[src/hw/rtl/sst_pkg.sv]
// Shared types, widths and codes for the sensor slot table.
package sst_pkg;

  localparam int ID_W       = 16;
  localparam int TEMP_W     = 16;
  localparam int HUM_W      = 14;
  localparam int TS_W       = 32;
  localparam int STATUS_W   = 3;
  localparam int SLOT_IDX_W = 6;
  localparam int SLOTS_DEF  = 16;

  typedef enum logic {
    CMD_UPDATE = 1'b0,
    CMD_DELETE = 1'b1
  } sst_cmd_t;

  typedef enum logic [STATUS_W-1:0] {
    STAT_UPDATED   = 3'd0,
    STAT_ADDED     = 3'd1,
    STAT_FULL      = 3'd2,
    STAT_DELETED   = 3'd3,
    STAT_NOT_FOUND = 3'd4
  } sst_status_t;

  typedef enum logic [1:0] {
    S_IDLE,
    S_MATCH,
    S_RESOLVE,
    S_WRITE
  } sst_state_t;

  typedef struct packed {
    logic                     command;
    logic [ID_W-1:0]          device_id;
    logic [ID_W-1:0]          new_id;
    logic signed [TEMP_W-1:0] temperature_centi;
    logic [HUM_W-1:0]         humidity_centi;
    logic [TS_W-1:0]          timestamp;
  } sst_item_t;

  typedef struct packed {
    logic [TEMP_W-1:0] temperature;
    logic [HUM_W-1:0]  humidity;
    logic [TS_W-1:0]   timestamp;
  } sst_data_t;

  typedef struct packed {
    logic                  hit;
    logic [SLOT_IDX_W-1:0] hit_idx;
    logic                  free;
    logic [SLOT_IDX_W-1:0] free_idx;
  } sst_lookup_t;

  typedef struct packed {
    logic                  en;
    logic [SLOT_IDX_W-1:0] idx;
    logic [ID_W-1:0]       id;
  } sst_id_wr_t;

endpackage

[src/hw/rtl/sst_if.sv]
// Valid/ready channel interfaces for update items and result beats.
interface sst_in_if;
  logic                              valid;
  logic                              ready;
  logic                              command;
  logic [sst_pkg::ID_W-1:0]          device_id;
  logic [sst_pkg::ID_W-1:0]          new_id;
  logic signed [sst_pkg::TEMP_W-1:0] temperature_centi;
  logic [sst_pkg::HUM_W-1:0]         humidity_centi;
  logic [sst_pkg::TS_W-1:0]          timestamp;

  modport source (output valid, command, device_id, new_id, temperature_centi,
                  humidity_centi, timestamp, input ready);
  modport sink   (input valid, command, device_id, new_id, temperature_centi,
                  humidity_centi, timestamp, output ready);
endinterface

interface sst_out_if;
  logic                           valid;
  logic                           ready;
  logic [sst_pkg::STATUS_W-1:0]   status;
  logic [sst_pkg::SLOT_IDX_W-1:0] slot_index;

  modport source (output valid, status, slot_index, input ready);
  modport sink   (input valid, status, slot_index, output ready);
endinterface

[src/hw/rtl/sst_slot_ids.sv]
// Slot id cells: parallel compare against key and zero, registered, then priority encode.
module sst_slot_ids #(
  parameter int SLOTS = sst_pkg::SLOTS_DEF
) (
  input  logic                     clk,
  input  logic                     rst_n,
  input  logic [sst_pkg::ID_W-1:0] key,
  input  sst_pkg::sst_id_wr_t      id_wr,
  output sst_pkg::sst_lookup_t     lookup
);
  import sst_pkg::*;

  localparam int IDX_W = (SLOTS > 1) ? $clog2(SLOTS) : 1;

  logic [ID_W-1:0]  ids_r [SLOTS];
  logic [SLOTS-1:0] match_r;
  logic [SLOTS-1:0] free_r;

  always_ff @(posedge clk) begin
    if (!rst_n) begin
      for (int i = 0; i < SLOTS; i++) ids_r[i] <= '0;
    end else if (id_wr.en) begin
      ids_r[id_wr.idx[IDX_W-1:0]] <= id_wr.id;
    end
  end

  always_ff @(posedge clk) begin
    for (int i = 0; i < SLOTS; i++) begin
      match_r[i] <= (ids_r[i] == key);
      free_r[i]  <= (ids_r[i] == '0);
    end
  end

  // lowest set bit wins
  always_comb begin
    lookup = '0;
    for (int i = SLOTS - 1; i >= 0; i--) begin
      if (match_r[i]) begin
        lookup.hit     = 1'b1;
        lookup.hit_idx = SLOT_IDX_W'(i);
      end
      if (free_r[i]) begin
        lookup.free     = 1'b1;
        lookup.free_idx = SLOT_IDX_W'(i);
      end
    end
  end

endmodule

[src/hw/rtl/sst_slot_data.sv]
// Reading store: synchronous RAM with per-entry valid bits and field-wise merge on write-back.
module sst_slot_data #(
  parameter int SLOTS = sst_pkg::SLOTS_DEF
) (
  input  logic                           clk,
  input  logic                           rst_n,
  input  logic                           rd_en,
  input  logic [sst_pkg::SLOT_IDX_W-1:0] rd_idx,
  input  logic                           commit,
  input  sst_pkg::sst_data_t             upd
);
  import sst_pkg::*;

  localparam int IDX_W = (SLOTS > 1) ? $clog2(SLOTS) : 1;

  sst_data_t        mem [SLOTS];
  logic [SLOTS-1:0] valid_r;
  sst_data_t        rd_data_r;
  logic             rd_live_r;
  logic [IDX_W-1:0] addr_r;
  sst_data_t        old_data;
  sst_data_t        merged;

  always_ff @(posedge clk) begin
    if (rd_en) begin
      rd_data_r <= mem[rd_idx[IDX_W-1:0]];
      rd_live_r <= valid_r[rd_idx[IDX_W-1:0]];
      addr_r    <= rd_idx[IDX_W-1:0];
    end
    if (commit) begin
      mem[addr_r] <= merged;
    end
  end

  always_ff @(posedge clk) begin
    if (!rst_n) begin
      valid_r <= '0;
    end else if (commit) begin
      valid_r[addr_r] <= 1'b1;
    end
  end

  // a zero field keeps the stored value; unwritten entries read as zero
  always_comb begin
    old_data           = rd_live_r ? rd_data_r : '0;
    merged             = old_data;
    if (upd.temperature != '0) merged.temperature = upd.temperature;
    if (upd.humidity != '0)    merged.humidity    = upd.humidity;
    if (upd.timestamp != '0)   merged.timestamp   = upd.timestamp;
  end

endmodule

[src/hw/rtl/sensor_slot_table.sv]
// Sensor slot table: find-or-allocate of readings keyed by a 16-bit device id.
//
// Input channel in_ch carries one update or delete item per beat; result
// channel out_ch returns exactly one beat per item with a status code and the
// slot touched (zero when none was).
// An item passes through accept, compare against every slot id, priority
// encode with the reading RAM read and id write, then reading write-back
// and result load. in_ch.ready is high only while no item is in flight, so
// a new item is taken only after the previous one has loaded its result.
// The result register sits apart from the input side: a new item
// is accepted while the previous result still waits, and the write-back stage
// holds only if that result is still untaken when the next one is ready.
// Ids live in compare cells; temperature, humidity and timestamp live in one
// single-port RAM read and written back on the same slot. Items never overlap,
// so a slot read always sees the previous item's write.
// Synchronous reset clears all ids to free and marks every reading entry
// unwritten (read as zero); no clearing pass is needed, the block is ready for
// an item as soon as reset is released.
module sensor_slot_table #(
  parameter int SLOTS = sst_pkg::SLOTS_DEF
) (
  input logic   clk,
  input logic   rst_n,
  sst_in_if.sink    in_ch,
  sst_out_if.source out_ch
);
  import sst_pkg::*;

  sst_state_t            state_r, state_nxt;
  sst_item_t             item_r;
  sst_status_t           status_r, status_nxt;
  logic [SLOT_IDX_W-1:0] slot_r, slot_nxt;
  logic                  touch_r, touch_nxt;
  logic                  out_valid_r, out_valid_nxt;
  sst_status_t           out_status_r;
  logic [SLOT_IDX_W-1:0] out_slot_r;
  logic                  in_fire;
  logic                  out_load;
  logic                  commit;
  sst_lookup_t           lookup;
  sst_id_wr_t            id_wr;
  sst_data_t             upd;

  assign in_fire = in_ch.valid && in_ch.ready;

  sst_slot_ids #(.SLOTS(SLOTS)) u_ids (
    .clk    (clk),
    .rst_n  (rst_n),
    .key    (item_r.device_id),
    .id_wr  (id_wr),
    .lookup (lookup)
  );

  assign upd.temperature = item_r.temperature_centi;
  assign upd.humidity    = item_r.humidity_centi;
  assign upd.timestamp   = item_r.timestamp;

  sst_slot_data #(.SLOTS(SLOTS)) u_data (
    .clk    (clk),
    .rst_n  (rst_n),
    .rd_en  (state_r == S_RESOLVE && touch_nxt),
    .rd_idx (slot_nxt),
    .commit (commit),
    .upd    (upd)
  );

  always_ff @(posedge clk) begin
    if (!rst_n) begin
      state_r     <= S_IDLE;
      out_valid_r <= 1'b0;
    end else begin
      state_r     <= state_nxt;
      out_valid_r <= out_valid_nxt;
    end
  end

  always_ff @(posedge clk) begin
    if (in_fire) begin
      item_r.command           <= in_ch.command;
      item_r.device_id         <= in_ch.device_id;
      item_r.new_id            <= in_ch.new_id;
      item_r.temperature_centi <= in_ch.temperature_centi;
      item_r.humidity_centi    <= in_ch.humidity_centi;
      item_r.timestamp         <= in_ch.timestamp;
    end
    if (state_r == S_RESOLVE) begin
      status_r <= status_nxt;
      slot_r   <= slot_nxt;
      touch_r  <= touch_nxt;
    end
    if (out_load) begin
      out_status_r <= status_r;
      out_slot_r   <= slot_r;
    end
  end

  // resolve: lowest match, else lowest free slot on update
  always_comb begin
    status_nxt = STAT_FULL;
    slot_nxt   = '0;
    touch_nxt  = 1'b0;
    id_wr      = '0;
    if (item_r.command == CMD_DELETE) begin
      if (lookup.hit) begin
        status_nxt = STAT_DELETED;
        slot_nxt   = lookup.hit_idx;
        id_wr.en   = 1'b1;
        id_wr.idx  = lookup.hit_idx;
        id_wr.id   = '0;
      end else begin
        status_nxt = STAT_NOT_FOUND;
      end
    end else if (lookup.hit) begin
      status_nxt = STAT_UPDATED;
      slot_nxt   = lookup.hit_idx;
      touch_nxt  = 1'b1;
      id_wr.en   = (item_r.new_id != '0);
      id_wr.idx  = lookup.hit_idx;
      id_wr.id   = item_r.new_id;
    end else if (lookup.free) begin
      status_nxt = STAT_ADDED;
      slot_nxt   = lookup.free_idx;
      touch_nxt  = 1'b1;
      id_wr.en   = 1'b1;
      id_wr.idx  = lookup.free_idx;
      id_wr.id   = (item_r.new_id != '0) ? item_r.new_id : item_r.device_id;
    end
    if (state_r != S_RESOLVE) begin
      id_wr.en = 1'b0;
    end
  end

  always_comb begin
    state_nxt     = state_r;
    out_load      = 1'b0;
    out_valid_nxt = out_valid_r && !out_ch.ready;
    unique case (state_r)
      S_IDLE: begin
        if (in_fire) state_nxt = S_MATCH;
      end
      S_MATCH: begin
        state_nxt = S_RESOLVE;
      end
      S_RESOLVE: begin
        state_nxt = S_WRITE;
      end
      S_WRITE: begin
        if (!out_valid_r || out_ch.ready) begin
          out_load      = 1'b1;
          out_valid_nxt = 1'b1;
          state_nxt     = S_IDLE;
        end
      end
      default: state_nxt = S_IDLE;
    endcase
  end

  assign commit = out_load && touch_r;

  assign in_ch.ready       = (state_r == S_IDLE);
  assign out_ch.valid      = out_valid_r;
  assign out_ch.status     = out_status_r;
  assign out_ch.slot_index = out_slot_r;

endmodule

[src/flat_wrapper.sv]
// flat-port wrapper written by rule: the top's interface ports become plain ports
module sensor_slot_table_flat import sst_pkg::*;
#(
  parameter int SLOTS = sst_pkg::SLOTS_DEF
)
  (clk, rst_n, in_ch_valid, in_ch_command, in_ch_device_id, in_ch_new_id, in_ch_temperature_centi, in_ch_humidity_centi, in_ch_timestamp, in_ch_ready, out_ch_valid, out_ch_status, out_ch_slot_index, out_ch_ready);
  sst_in_if in_ch_i ();
  sst_out_if out_ch_i ();
  input logic clk;
  input logic rst_n;
  input wire logic [$bits(in_ch_i.valid)-1:0] in_ch_valid;
  input wire logic [$bits(in_ch_i.command)-1:0] in_ch_command;
  input wire logic [$bits(in_ch_i.device_id)-1:0] in_ch_device_id;
  input wire logic [$bits(in_ch_i.new_id)-1:0] in_ch_new_id;
  input wire logic [$bits(in_ch_i.temperature_centi)-1:0] in_ch_temperature_centi;
  input wire logic [$bits(in_ch_i.humidity_centi)-1:0] in_ch_humidity_centi;
  input wire logic [$bits(in_ch_i.timestamp)-1:0] in_ch_timestamp;
  output wire logic [$bits(in_ch_i.ready)-1:0] in_ch_ready;
  output wire logic [$bits(out_ch_i.valid)-1:0] out_ch_valid;
  output wire logic [$bits(out_ch_i.status)-1:0] out_ch_status;
  output wire logic [$bits(out_ch_i.slot_index)-1:0] out_ch_slot_index;
  input wire logic [$bits(out_ch_i.ready)-1:0] out_ch_ready;
  assign in_ch_i.valid = in_ch_valid;
  assign in_ch_i.command = in_ch_command;
  assign in_ch_i.device_id = in_ch_device_id;
  assign in_ch_i.new_id = in_ch_new_id;
  assign in_ch_i.temperature_centi = in_ch_temperature_centi;
  assign in_ch_i.humidity_centi = in_ch_humidity_centi;
  assign in_ch_i.timestamp = in_ch_timestamp;
  assign in_ch_ready = in_ch_i.ready;
  assign out_ch_valid = out_ch_i.valid;
  assign out_ch_status = out_ch_i.status;
  assign out_ch_slot_index = out_ch_i.slot_index;
  assign out_ch_i.ready = out_ch_ready;
  sensor_slot_table #(.SLOTS(SLOTS)) u_core (.clk(clk), .rst_n(rst_n), .in_ch(in_ch_i), .out_ch(out_ch_i));
endmodule
[config.mk]
export PLATFORM = sky130hd
export DESIGN_NAME = sensor_slot_table_flat
export DESIGN_NICKNAME = d
export VERILOG_FILES = /design/src/hw/rtl/sst_pkg.sv /design/src/hw/rtl/sst_if.sv /design/src/hw/rtl/sst_slot_ids.sv /design/src/hw/rtl/sst_slot_data.sv /design/src/hw/rtl/sensor_slot_table.sv /design/src/flat_wrapper.sv
export SDC_FILE = /design/constraint.sdc
export NUM_CORES = 1
export LEC_CHECK = 0
export ABC_AREA = 1
export BUFFER_PORTS_ARGS = -buffer_cell sky130_fd_sc_hd__buf_2
export CAP_MARGIN = 5
export CORE_MARGIN = 4
export CORE_UTILIZATION = 39
export DETAILED_ROUTE_END_ITERATION = 7
export SYNTH_ARGS = -nofsm -noshare
export SYNTH_HDL_FRONTEND = slang
export SYNTH_SLANG_ARGS = --single-unit
[constraint.sdc]
create_clock -name clk -period 3.3 [get_ports clk]
set_clock_uncertainty 0.2 [all_clocks]
set_input_delay 0.66 -clock clk [delete_from_list [all_inputs] [get_ports clk]]
set_output_delay 0.66 -clock clk [all_outputs]
set_load 0.01 [all_outputs]
# After elaboration in Yosys (flattened, before gate mapping)
# Memory sizes are Yosys's and may differ from the RTL's.
# Cells that the tools add are included.
[op_classes]
n_eq_ne = 22
muxes = 60
reduce_logical = 25
[op_table]
columns = ["cell", "n"]
rows = [
  ["16-bit == test", 16],
  ["16-bit zero test", 16],
  ["7-bit 2-to-1 mux", 32],
  ["23-bit 2-to-1 mux", 4],
  ["16-bit 2-to-1 mux", 2],
  ["6-bit 2-to-1 mux", 4],
  ["16-bit nonzero test", 1],
  ["16-bit OR reduction", 1],
  ["1-bit 2-to-1 mux", 10],
  ["3-bit 2-to-1 mux", 3],
  ["2-bit one-hot mux with 4 select lines", 1],
  ["2-bit 2-to-1 mux", 3],
  ["2-bit == test, second input constant", 2],
  ["4-bit 2-to-1 mux", 1],
  ["2-bit inequality test, second input constant", 2],
  ["2-bit by 1-bit == test with 1-bit output, second input constant", 1],
  ["1-bit logical AND", 2],
  ["1-bit zero test", 2],
  ["2-bit zero test", 1],
  ["2-bit by 1-bit inequality test with 1-bit output, second input constant", 1],
  ["2-bit AND reduction", 1],
  ["1-bit logical OR", 1],
]
[word_totals]
inputBits = 99
register_bits = 86
word_cells = 119
mem_bits_rw = 256
memories = 1
[memory_table]
columns = ["name", "depth", "word_bits", "rd", "rd_ports_with_merged_regs", "wr", "line_no", "rtl"]
rows = [
  ["u_core.u_ids.ids_r", 16, 16, 16, 0, 16, "sst_slot_ids.sv:15", "logic [ID_W-1:0] ids_r [SLOTS];"],
]

# Logic depth before layout (Yosys ltp)
# Gate-level depths: netlist of the first run.
[logic_depth]
ltp_word = 25
ltp_mapped = 20
depth_no_buf = 19

# Hierarchy
# A second synthesis of the first run with hierarchy kept.
[hier_totals]
hier_cells = 1507
hier_area_um2 = 16323.2
[modules_own_cells]
columns = ["mod", "instances", "cells_per_inst", "area_each_um2", "seq_area_each_um2"]
rows = [
  ["sst_slot_ids", 1, 1292, 13984.7, 8328.0],
  ["sensor_slot_table", 1, 215, 2338.5, 1591.5],
]

# Worst setup path after synthesis of the first run
# No wires, ideal clock.
[synth_timing]
path_type = "input-to-reg"
startpoint = "in rst_n"
endpoint = "mem u_core.u_ids.ids_r[0][0] (enable)"
n_path_buf = 2
arrival_time_ns = 2.285
setup_ns = 0.372
path_slack_ns = 0.444
stages = 8
cell_sequence = "clkbuf_1 -> o211ai_1 -> inv_1 -> nand4_4 -> nor2_4 -> nand4_4 -> buf_6 -> nand2_1"
[synth_rtl]
columns = ["item", "line_no", "rtl"]
rows = [
  ["from (decl)", "flat_wrapper.sv:10", "input logic rst_n;"],
  ["to (decl)", "sst_slot_ids.sv:15", ""],
]

==> impl_metrics.py, run 1 <==
metrics = {
    "yosys": {
        "synthMuxAreaShare_pct": 0,
        "synth-async-reset-ratio_pct": 0,
        "synthFlopType": "edfxtp_1",
        "yosysUniqueCellTypes": 54,
        "synth-simple-area-share_pct": 22.1,
        "yosys.area.top_type": "edfxtp_1",
        "synthTopCellsByArea": "edfxtp_1 (56%), xnor2_1 (11%), nor2_1 (5.8%), dfxtp_1 (4.3%), nand2_1 (3.7%)",
        "netlist_instances": 1419,
        "synthesis.area_um2": 16300,
        "synth.ff_latch_count": 338,
        "synth_top_family_by_area": "simple AND/OR/NAND/NOR gates",
        "avgSynthCellArea_um2": 11.5,
        "yosysTopAreaCellShare_pct": 56.0,
        "synthAdderAreaFrac_pct": 0.231,
        "synth_seq_area_share_pct": 60.3,
        "synth_xor_xnor_area_share_pct": 10.6,
        "yosys_warnings": 0,
        "synth_compound_area_share_pct": 3.09,
        "synth-edff-count": 303,
    },
    "setup_path": {
        "r2r_end": "u_core.u_ids.ids_r[11][12]$_SDFFCE_PN0P_",
        "path_cells": "inv_1, nand4_4, nor2_4, nand3_4, clkinv_4, nand3_4, inv_2, nand2_2, nand2_2, nand3_4, nor2_4, nand3_4, nand2_1, buf_4",
        "max_stage_delay_ns": 0.30,
        "reg2reg_slack_ns": 0.34,
        "critPathArrivalTime_ns": 2.98,
        "start_kind": "register",
        "crit_slowest_cell": "dfxtp_1",
        "crit_path_frequent_cell": "nand3_4",
        "ff2ff_path_depth": 14,
        "setup.worst_path.end_class": "register",
        "critPathMaxFanout": 17,
        "cp.buffers_inverters": 4,
        "crit_required_ns": 3.31,
        "crit_type": "register to register",
        "r2r_start": "u_core.u_ids.match_r[2]$_DFF_P_",
        "crit_family": "simple AND/OR/NAND/NOR gates",
    },
    "grt": {
        "gr-total-overflow": 0,
        "grt_max_degree": 34,
        "antenna_found_initial": 0,
        "first_global_vias": 10931,
        "grt_usage_pct": 20.2,
        "grt_pass1_wl_um": 67700,
    },
    "clocking": {
        "insertion_delay_ns": 0.54,
        "htreeDepth": 2,
        "cts_resized": 0,
        "postCtsHoldBufs": 0,
        "cts_tree": "built",
        "cts.sinks": 338,
        "cts_setup_buffers": 0,
        "clkTransAtPathRegs_ns": 0.06,
        "clock_path_buffers": 3,
        "cts_buffers": 37,
        "cts-root-buf": "clkbuf_16",
    },
    "routing": {
        "wl_per_cell_um": 22.0,
        "drtIter0Drc": 845,
        "drcViolationCount": 0,
        "route.vias.total": 11033,
        "drtPass1Iterations": 5,
        "ant_nets": 0,
        "routed_wl_um": 45500,
        "post_drt_via_cell_ratio": 5.32,
    },
    "power_and_ir_drop": {
        "ir_drop_uv": 387,
        "p_leak_nw": 6.08,
        "powerDensity_nw_per_um2": 586,
    },
    "status": {
        "status": "finished, final reports clean",
    },
    "sta": {
        "setup_tns_ns": 0,
        "slew_headroom_pct": 24.5,
        "rsz0062_at_grt": "no",
        "period_share_pct": 89.8,
        "hold_violations": 0,
        "period_needed_ns": 2.96,
        "slew_viol_final": 0,
        "max_freq_mhz": 337,
        "tightestPinTransition_ns": 1.13,
        "setup_viol_count_final": 0,
    },
    "floorplan": {
        "die_w_um": 212,
        "die_area_um2": 45000,
        "start_util_pct": 39.6,
        "core_um2": 41000,
        "num_rows": 74,
        "die_h_um": 212,
        "io_pins": 110,
    },
    "layout": {
        "layout-drive-gt1-share_pct": 20.1,
        "areaGrowthSynthToFinish_pct": 14.8,
        "layout.nets": 1614,
        "stdcell_area_um2": 18700,
        "num_antenna_cells": 0,
        "multi_input_area_um2": 5880,
        "seqCellArea_um2": 9800,
        "mostFrequentLayoutCell": "edfxtp_1",
        "layout_common_cells": "edfxtp_1 (303), nor2_1 (253), xnor2_1 (196)",
        "num-fill-cells": 3742,
    },
    "min_path": {
        "whs_path_depth": 1,
        "min-delay-start": "in_ch_new_id[14]",
        "worstHoldPathType": "input port to register",
        "min_to": "u_core.item_r[76]$_DFFE_PP_",
    },
    "flow_run": {
        "drv_cap": 0,
    },
    "placement": {
        "place_area_um2": 17400,
        "portBuffers": 45,
        "dpl.hpwl_um": 29800,
        "place_congestion": 0.909,
    },
}
## where the power goes
group / switching, mW / internal [mW] / total [mW]
Combinational: 0.969 / 0.629 / 1.60
Clock: 1.71 / 2.41 / 4.12
Sequential: 0.256 / 4.95 / 5.21
Total: 2.94 / 7.98 / 10.9
## area by class of cell
class | instances | area share (%)
Clock buffer | 46 | 5.36
Timing Repair Buffer | 126 | 4.67
Inverter | 60 | 1.23
Sequential cell | 338 | 52.5
Multi-Input combinational cell | 949 | 31.5
Tap cell | 532 | 3.57
Clock inverter | 22 | 1.10
## metal layers
layer	track usage (%)	up-vias	wire length (um)
met1	26.0	5438	18700
li1	-	5128	-
met5	0	-	0
met2	35.0	373	22400
met4	6.53	0	1550
met3	3.35	94	2900
## metrics by stage
stage	worst slack [ns]	cells	total power, mW	hold WS (ns)	utilization (%)
3_3_place_gp	0.434	2005	6.84	0.201	42.5
4_1_cts	0.359	2073	11.0	0.0702	45.5
3_5_place_dp	0.396	2005	6.88	0.211	42.5
2_1_floorplan	0.444	1420	6.24	0.200	-
5_1_grt	0.204	2073	11.3	0.0654	45.5
6_report	0.336	2073	10.9	0.0868	45.5
## cells in the mapped netlist (all sizes together) (6+ instances only)
cell type / n
nor4b: 7
a21oi: 6
nand3: 32
buf: 35
edfxtp: 303
inv: 57
xnor2: 196
a22oi: 11
nor3: 17
nor2: 296
clkbuf: 38
or2: 32
nand2: 164
o211ai: 17
dfxtp: 35
o21ai: 12
nor4: 66
nand4: 62
## kinds of logic after synthesis
kind of cell,Yosys count
AND/OR/NAND/NOR,684
flip-flops,338
XOR/XNOR,196
buffers and inverters,133
AO/OA/AOI/OAI,64
adder cells (fa/ha/maj),3
other,1
## worst reg2reg max path, stage by stage (launching register included)
cell,delay (ns)
dfxtp_1,0.30
inv_1,0.17
nand4_4,0.16
nor2_4,0.14
nand3_4,0.12
clkinv_4,0.11
nand3_4,0.12
inv_2,0.08
nand2_2,0.07
nand2_2,0.13
nand3_4,0.12
nor2_4,0.27
nand3_4,0.25
nand2_1,0.12
buf_4,0.24
## sequential cells by signal, summed over array words and instances (netlist names)
register and count:
u_core.item_r 33, u_core.out_ch.valid 1, u_core.out_ch.status 3, u_core.u_ids.free_r 16, u_core.u_ids.match_r 16, u_core.out_ch.slot_index 4, u_core.status_r 3, u_core.u_ids.ids_r 256
u_core.state_r 2, u_core.slot_r 4
## worst max path at each step
stage	startpoint	slack, ns	cells after the start	end
after floorplan	rst_n	0.44	8	u_core.u_ids.ids_r[0][0]$_SDFFCE_PN0P_
after global placement	u_core.u_ids.match_r[2]$_DFF_P_	0.43	14	u_core.u_ids.ids_r[11][10]$_SDFFCE_PN0P_
after detailed placement	u_core.u_ids.match_r[5]$_DFF_P_	0.40	14	u_core.u_ids.ids_r[11][10]$_SDFFCE_PN0P_
after CTS	u_core.u_ids.match_r[2]$_DFF_P_	0.36	14	u_core.u_ids.ids_r[11][12]$_SDFFCE_PN0P_
after global routing	u_core.u_ids.match_r[2]$_DFF_P_	0.20	14	u_core.u_ids.ids_r[11][12]$_SDFFCE_PN0P_
final	u_core.u_ids.match_r[2]$_DFF_P_	0.34	14	u_core.u_ids.ids_r[11][12]$_SDFFCE_PN0P_
Power figures use the tool's default switching activity.
==> run 2: changes to the inputs <==
CORE_MARGIN = 2   (was 4)
==> run 2 against run 1 <==
Compared with the run above:
- global-route usage is 0.94 points higher
- flip-flop and latch count stayed put
- first-iteration DRC count is 3.8% higher
- via count is 0.25% higher
- hold slack better by 0.0097 ns
- core utilization is 0.13 points higher
- clock power hardly changed
- sequential share of layout area is 0.15 points lower
- cell count is 0.34% higher
- critical path depth is 2 lower
- clock-buffer cell count is 6 higher
- power is 0.26% higher
- critical path type unchanged
- critical endpoint is now u_core.u_ids.ids_r[5][9]$_SDFFCE_PN0P_
- highest routed layer unchanged
==> impl_metrics.py, run 2 (same netlist as run 1, synthesis figures left out) <==
metrics = {
    "layout": {
        "largest_reg_flops": 256,
        "mostFrequentLayoutCell": "edfxtp_1",
        "top_register": "u_core.u_ids.ids_r",
        "top_regs": "u_core.u_ids.ids_r (256), u_core.item_r (33)",
        "layout_common_cells": "edfxtp_1 (303), nor2_1 (253), xnor2_1 (196)",
        "num_antenna_cells": 0,
        "stdcell_count": 2080,
        "layout.nets": 1622,
        "areaGrowthSynthToFinish_pct": 15.1,
        "layout-drive-gt1-share_pct": 20.2,
    },
    "grt": {
        "first_global_vias": 11166,
        "grt_usage_pct": 21.2,
        "grt_max_degree": 34,
        "grt_pass1_wl_um": 68300,
        "gr-total-overflow": 0,
        "antenna_found_initial": 0,
    },
    "routing": {
        "drcViolationCount": 0,
        "drtPass1Iterations": 6,
        "routed_wl_um": 45300,
        "post_drt_via_cell_ratio": 5.32,
        "wl_per_cell_um": 21.8,
        "route.vias.total": 11061,
        "drtIter0Drc": 877,
        "ant_nets": 0,
    },
    "setup_path": {
        "crit_path_frequent_cell": "nand3_4",
        "start_kind": "register",
        "path_cells": "inv_1, nand4_4, nor2_4, nand3_4, clkinv_4, nand3_4, nor2_2, nand2_4, nand2_4, nand3_4, nand2_1, buf_4",
        "critPathMaxFanout": 17,
        "critPathArrivalTime_ns": 2.89,
        "crit_required_ns": 3.32,
        "cp.buffers_inverters": 3,
        "crit_type": "register to register",
        "crit_slowest_cell": "dfxtp_1",
        "crit_family": "simple AND/OR/NAND/NOR gates",
        "setup.worst_path.end_class": "register",
        "max_stage_delay_ns": 0.31,
    },
    "floorplan": {
        "die_w_um": 208,
        "num_rows": 74,
        "die_h_um": 208,
        "start_util_pct": 39.6,
        "io_pins": 110,
        "core_um2": 41000,
        "die_area_um2": 43300,
    },
    "clocking": {
        "clkTransAtPathRegs_ns": 0.06,
        "cts_buffers": 37,
        "postCtsHoldBufs": 0,
        "insertion_delay_ns": 0.54,
        "clock_path_buffers": 3,
        "cts_tree": "built",
        "cts_resized": 0,
        "cts-root-buf": "clkbuf_16",
        "cts.sinks": 338,
        "cts_setup_buffers": 0,
        "htreeDepth": 2,
    },
    "sta": {
        "hold_violations": 0,
        "max_freq_mhz": 348,
        "rsz0062_at_grt": "no",
        "period_share_pct": 87.0,
        "setup_tns_ns": 0,
        "slew_viol_final": 0,
        "period_needed_ns": 2.87,
        "setup_viol_count_final": 0,
        "slew_headroom_pct": 20.1,
        "tightestPinTransition_ns": 1.20,
    },
    "power_and_ir_drop": {
        "pwr-share-seq_pct": 47.9,
        "p_leak_nw": 6.10,
        "ir_drop_uv": 267,
        "p_comb_share_pct": 14.5,
        "internal_power_mw": 8.07,
        "switching_share_pct": 26.3,
        "switchingPower_mw": 2.88,
        "powerDensity_nw_per_um2": 585,
        "power.share.clock_pct": 37.6,
    },
    "placement": {
        "place_congestion": 0.910,
        "portBuffers": 45,
        "post-place-cells": 2013,
        "dpl.hpwl_um": 30500,
    },
    "min_path": {
        "worstHoldPathType": "input port to register",
    },
    "status": {
        "status": "finished, final reports clean",
    },
    "flow_run": {
        "drv_cap": 0,
    },
}
[run 2: cell count changes in the layout (fill, tap and decap cells not counted)]
cell	change
clkinvlp_4	+1
buf_12	-1
buf_4	+9
clkbuf_16	+2
clkinv_2	-5
inv_6	-1
clkinv_1	-1
clkbuf_8	-1
clkbuf_1	+5
inv_16	-1
[run 2: final timing paths]
path                                   startpoint                                     end  slack (ns)  cells after the start
hold / removal                 in_ch_device_id[1]             u_core.item_r[79]$_DFFE_PP_         0.1                      1
setup reg to reg  u_core.u_ids.match_r[1]$_DFF_P_  u_core.u_ids.ids_r[5][9]$_SDFFCE_PN0P_        0.43                     12
hold reg to reg      u_core.status_r[1]$_DFFE_PP_       u_core.out_ch.status[1]$_DFFE_PP_        0.22                      0
setup / recovery  u_core.u_ids.match_r[1]$_DFF_P_  u_core.u_ids.ids_r[5][9]$_SDFFCE_PN0P_        0.43                     12
[run 2: cell type report]
type / instances / area, um2
inverter: 60 / 230
clock buffer: 52 / 1050
multi-input combinational: 949 / 5880
timing repair buffer: 134 / 918
fill: 3723 / 22300
sequential: 338 / 9800
tap: 532 / 666
clock inverter: 15 / 155
[run 2: through the flow]
stage	worst slack [ns]	hold WS (ns)	cell area [um2]	util [%]	power, mW
global route	0.238	0.0784	18700	45.6	11.3
global placement	0.481	0.205	17500	42.7	6.87
finish	0.428	0.0964	18700	45.6	11.0
CTS	0.422	0.0826	18700	45.6	11.0
detailed placement	0.432	0.210	17500	42.7	6.91
floorplan	0.444	0.200	16300	-	6.24
[run 2: power groups by stage]
stage | logic, mW | registers (mW) | clock network [mW]
2_1_floorplan | 1.09 | 5.15 | 0
3_3_place_gp | 1.55 | 5.32 | 0
3_5_place_dp | 1.58 | 5.33 | 0
4_1_cts | 1.59 | 5.24 | 4.18
5_1_grt | 1.72 | 5.26 | 4.36
6_report | 1.59 | 5.25 | 4.12
[run 2: per-layer routing]
metal | track usage (%) | wire length (um) | up-vias
met4 | 7.37 | 1460 | 0
met5 | 0 | 0 | -
li1 | - | - | 5134
met1 | 28.0 | 18900 | 5470
met2 | 35.9 | 22000 | 379
met3 | 2.70 | 2980 | 78
[run 2: worst reg2reg max path, cell delays in order (launching register included)]
cell and delay [ns]:
dfxtp_1 0.31, inv_1 0.14, nand4_4 0.15, nor2_4 0.13, nand3_4 0.12, clkinv_4 0.11
nand3_4 0.11, nor2_2 0.15, nand2_4 0.19, nand2_4 0.29, nand3_4 0.26, nand2_1 0.13
buf_4 0.24
==> run 3: changes to the inputs <==
BUFFER_PORTS_ARGS = -buffer_cell sky130_fd_sc_hd__clkbuf_2   (was -buffer_cell sky130_fd_sc_hd__buf_2)
clock period = 2.93 ns   (was 3.3 ns; I/O delays follow)
==> run 3 against run 2 <==
Compared with the run above:
- critical path depth is 2 higher
- hold slack worse by 0.068 ns
- die area stayed put
- non-clock buffer count is 3 higher
- critical path type unchanged
- highest routed layer unchanged
- register-to-register slack worse by 0.22 ns
==> impl_metrics.py, run 3 (same netlist as run 1, synthesis figures left out) <==
metrics = {
    "status": {
        "status": "finished, final reports clean",
    },
    "clocking": {
        "clkTransAtPathRegs_ns": 0.06,
        "cts_setup_buffers": 0,
        "cts-root-buf": "clkbuf_16",
        "cts.sinks": 338,
        "htreeDepth": 2,
        "clock_path_buffers": 3,
        "cts_buffers": 39,
        "insertion_delay_ns": 0.53,
        "cts_tree": "built",
        "cts_resized": 0,
        "postCtsHoldBufs": 0,
    },
    "setup_path": {
        "ff2ff_path_depth": 14,
        "max_stage_delay_ns": 0.30,
        "r2r_start": "u_core.u_ids.match_r[10]$_DFF_P_",
        "r2r_end": "u_core.u_ids.ids_r[10][9]$_SDFFCE_PN0P_",
        "crit_path_frequent_cell": "nand3_4",
        "setup.worst_path.end_class": "register",
        "crit_slowest_cell": "dfxtp_1",
        "cp-startpoint": "u_core.u_ids.match_r[10]$_DFF_P_",
        "start_kind": "register",
        "critPathArrivalTime_ns": 2.75,
        "path_cells": "inv_1, nand4_1, inv_1, nand3_4, clkinv_4, nand3_4, inv_2, nand2_2, nand2_2, nand3_4, nor2_4, nand4_4, nand2_1, buf_12",
        "crit_type": "register to register",
        "crit_required_ns": 2.96,
        "critPathMaxFanout": 16,
        "reg2reg_slack_ns": 0.21,
    },
    "layout": {
        "layout-drive-gt1-share_pct": 20.6,
        "layout_common_cells": "edfxtp_1 (303), nor2_1 (253), xnor2_1 (196)",
        "largest_reg_flops": 256,
        "stdcell_area_um2": 19200,
        "stdcell_count": 2087,
        "top_regs": "u_core.u_ids.ids_r (256), u_core.item_r (33)",
        "utilization_pct": 46.9,
        "top_register": "u_core.u_ids.ids_r",
        "areaGrowthSynthToFinish_pct": 18.4,
        "mostFrequentLayoutCell": "edfxtp_1",
        "num_antenna_cells": 0,
        "layout.nets": 1627,
    },
    "routing": {
        "drtIter0Drc": 921,
        "drcViolationCount": 0,
        "wl_per_cell_um": 21.9,
        "route.vias.total": 11160,
        "ant_nets": 0,
        "drtPass1Iterations": 5,
        "routed_wl_um": 45700,
        "post_drt_via_cell_ratio": 5.35,
    },
    "grt": {
        "first_global_vias": 11138,
        "grt_pass1_wl_um": 68000,
        "antenna_found_initial": 0,
        "grt_max_degree": 34,
        "grt_usage_pct": 21.2,
        "gr-total-overflow": 0,
    },
    "power_and_ir_drop": {
        "powerDensity_nw_per_um2": 665,
        "p_leak_nw": 6.35,
        "ir_drop_uv": 323,
        "power.total_mw": 12.8,
    },
    "sta": {
        "setup_tns_ns": 0,
        "worst_hold_slack_ns": 0.0281,
        "max_freq_mhz": 368,
        "slew_headroom_pct": 44.3,
        "setup_ws_ns": 0.209,
        "rsz0062_at_grt": "no",
        "tightestPinTransition_ns": 0.836,
        "slew_viol_final": 0,
        "period_share_pct": 92.9,
        "period_needed_ns": 2.72,
        "setup_viol_count_final": 0,
        "hold_violations": 0,
    },
    "min_path": {
        "whs_path_depth": 1,
        "min_to": "u_core.item_r[71]$_DFFE_PP_",
        "min-delay-start": "in_ch_new_id[9]",
        "worstHoldPathType": "input port to register",
    },
    "floorplan": {
        "core_um2": 41000,
        "io_pins": 110,
        "num_rows": 74,
        "die_w_um": 208,
        "start_util_pct": 39.6,
        "die_h_um": 208,
        "die_area_um2": 43300,
    },
    "placement": {
        "post-place-cells": 2016,
        "dp_slack_ns": 0.233,
        "place_congestion": 0.887,
        "portBuffers": 45,
        "dpl.hpwl_um": 29800,
        "place_area_um2": 17900,
    },
    "flow_run": {
        "drv_cap": 0,
    },
}
[run 3: worst max path at each step]
stage | to | slack [ns] | cells past startpoint
finish | u_core.u_ids.ids_r[10][9]$_SDFFCE_PN0P_ | 0.21 | 14
detailed placement | u_core.u_ids.ids_r[10][1]$_SDFFCE_PN0P_ | 0.23 | 14
global route | u_core.u_ids.ids_r[8][13]$_SDFFCE_PN0P_ | 0.04 | 14
floorplan | u_core.u_ids.ids_r[4][0]$_SDFFCE_PN0P_ | 0.13 | 9
global placement | u_core.u_ids.ids_r[10][9]$_SDFFCE_PN0P_ | 0.26 | 14
CTS | u_core.u_ids.ids_r[10][9]$_SDFFCE_PN0P_ | 0.22 | 14
[run 3: worst max-delay path, delay by kind of cell (launching register included)]
| kind | cells | cell delay [ns] |
|---|---|---|
| and+or+nand+nor | 9 | 1.25 |
| DFF | 1 | 0.30 |
| buffers and inverters | 5 | 0.67 |
[run 3: final cells by class]
cell class              count  area [um2]
well taps                 532         666
clock inverters             9         150
clock buffers              62        1190
repair buffers            137        1320
inverters                  60         230
flip-flops and latches    338        9800
fillers                  3637       21800
multi-input cells         949        5880
[run 3: metal layers]
layer,GRT usage [%],vias to the layer above,share of wire [%]
met2,35.1,427,47
met1,27.9,5485,42
met5,0,-,0
met4,7.99,0,3.6
li1,-,5158,-
met3,3.85,90,7.7
[run 3: report_power, final]
group          internal (mW)  switching [mW]  total (mW)
Combinational          0.790            1.17        1.96
Sequential              5.58           0.245        5.82
Clock                   3.15            1.87        5.01
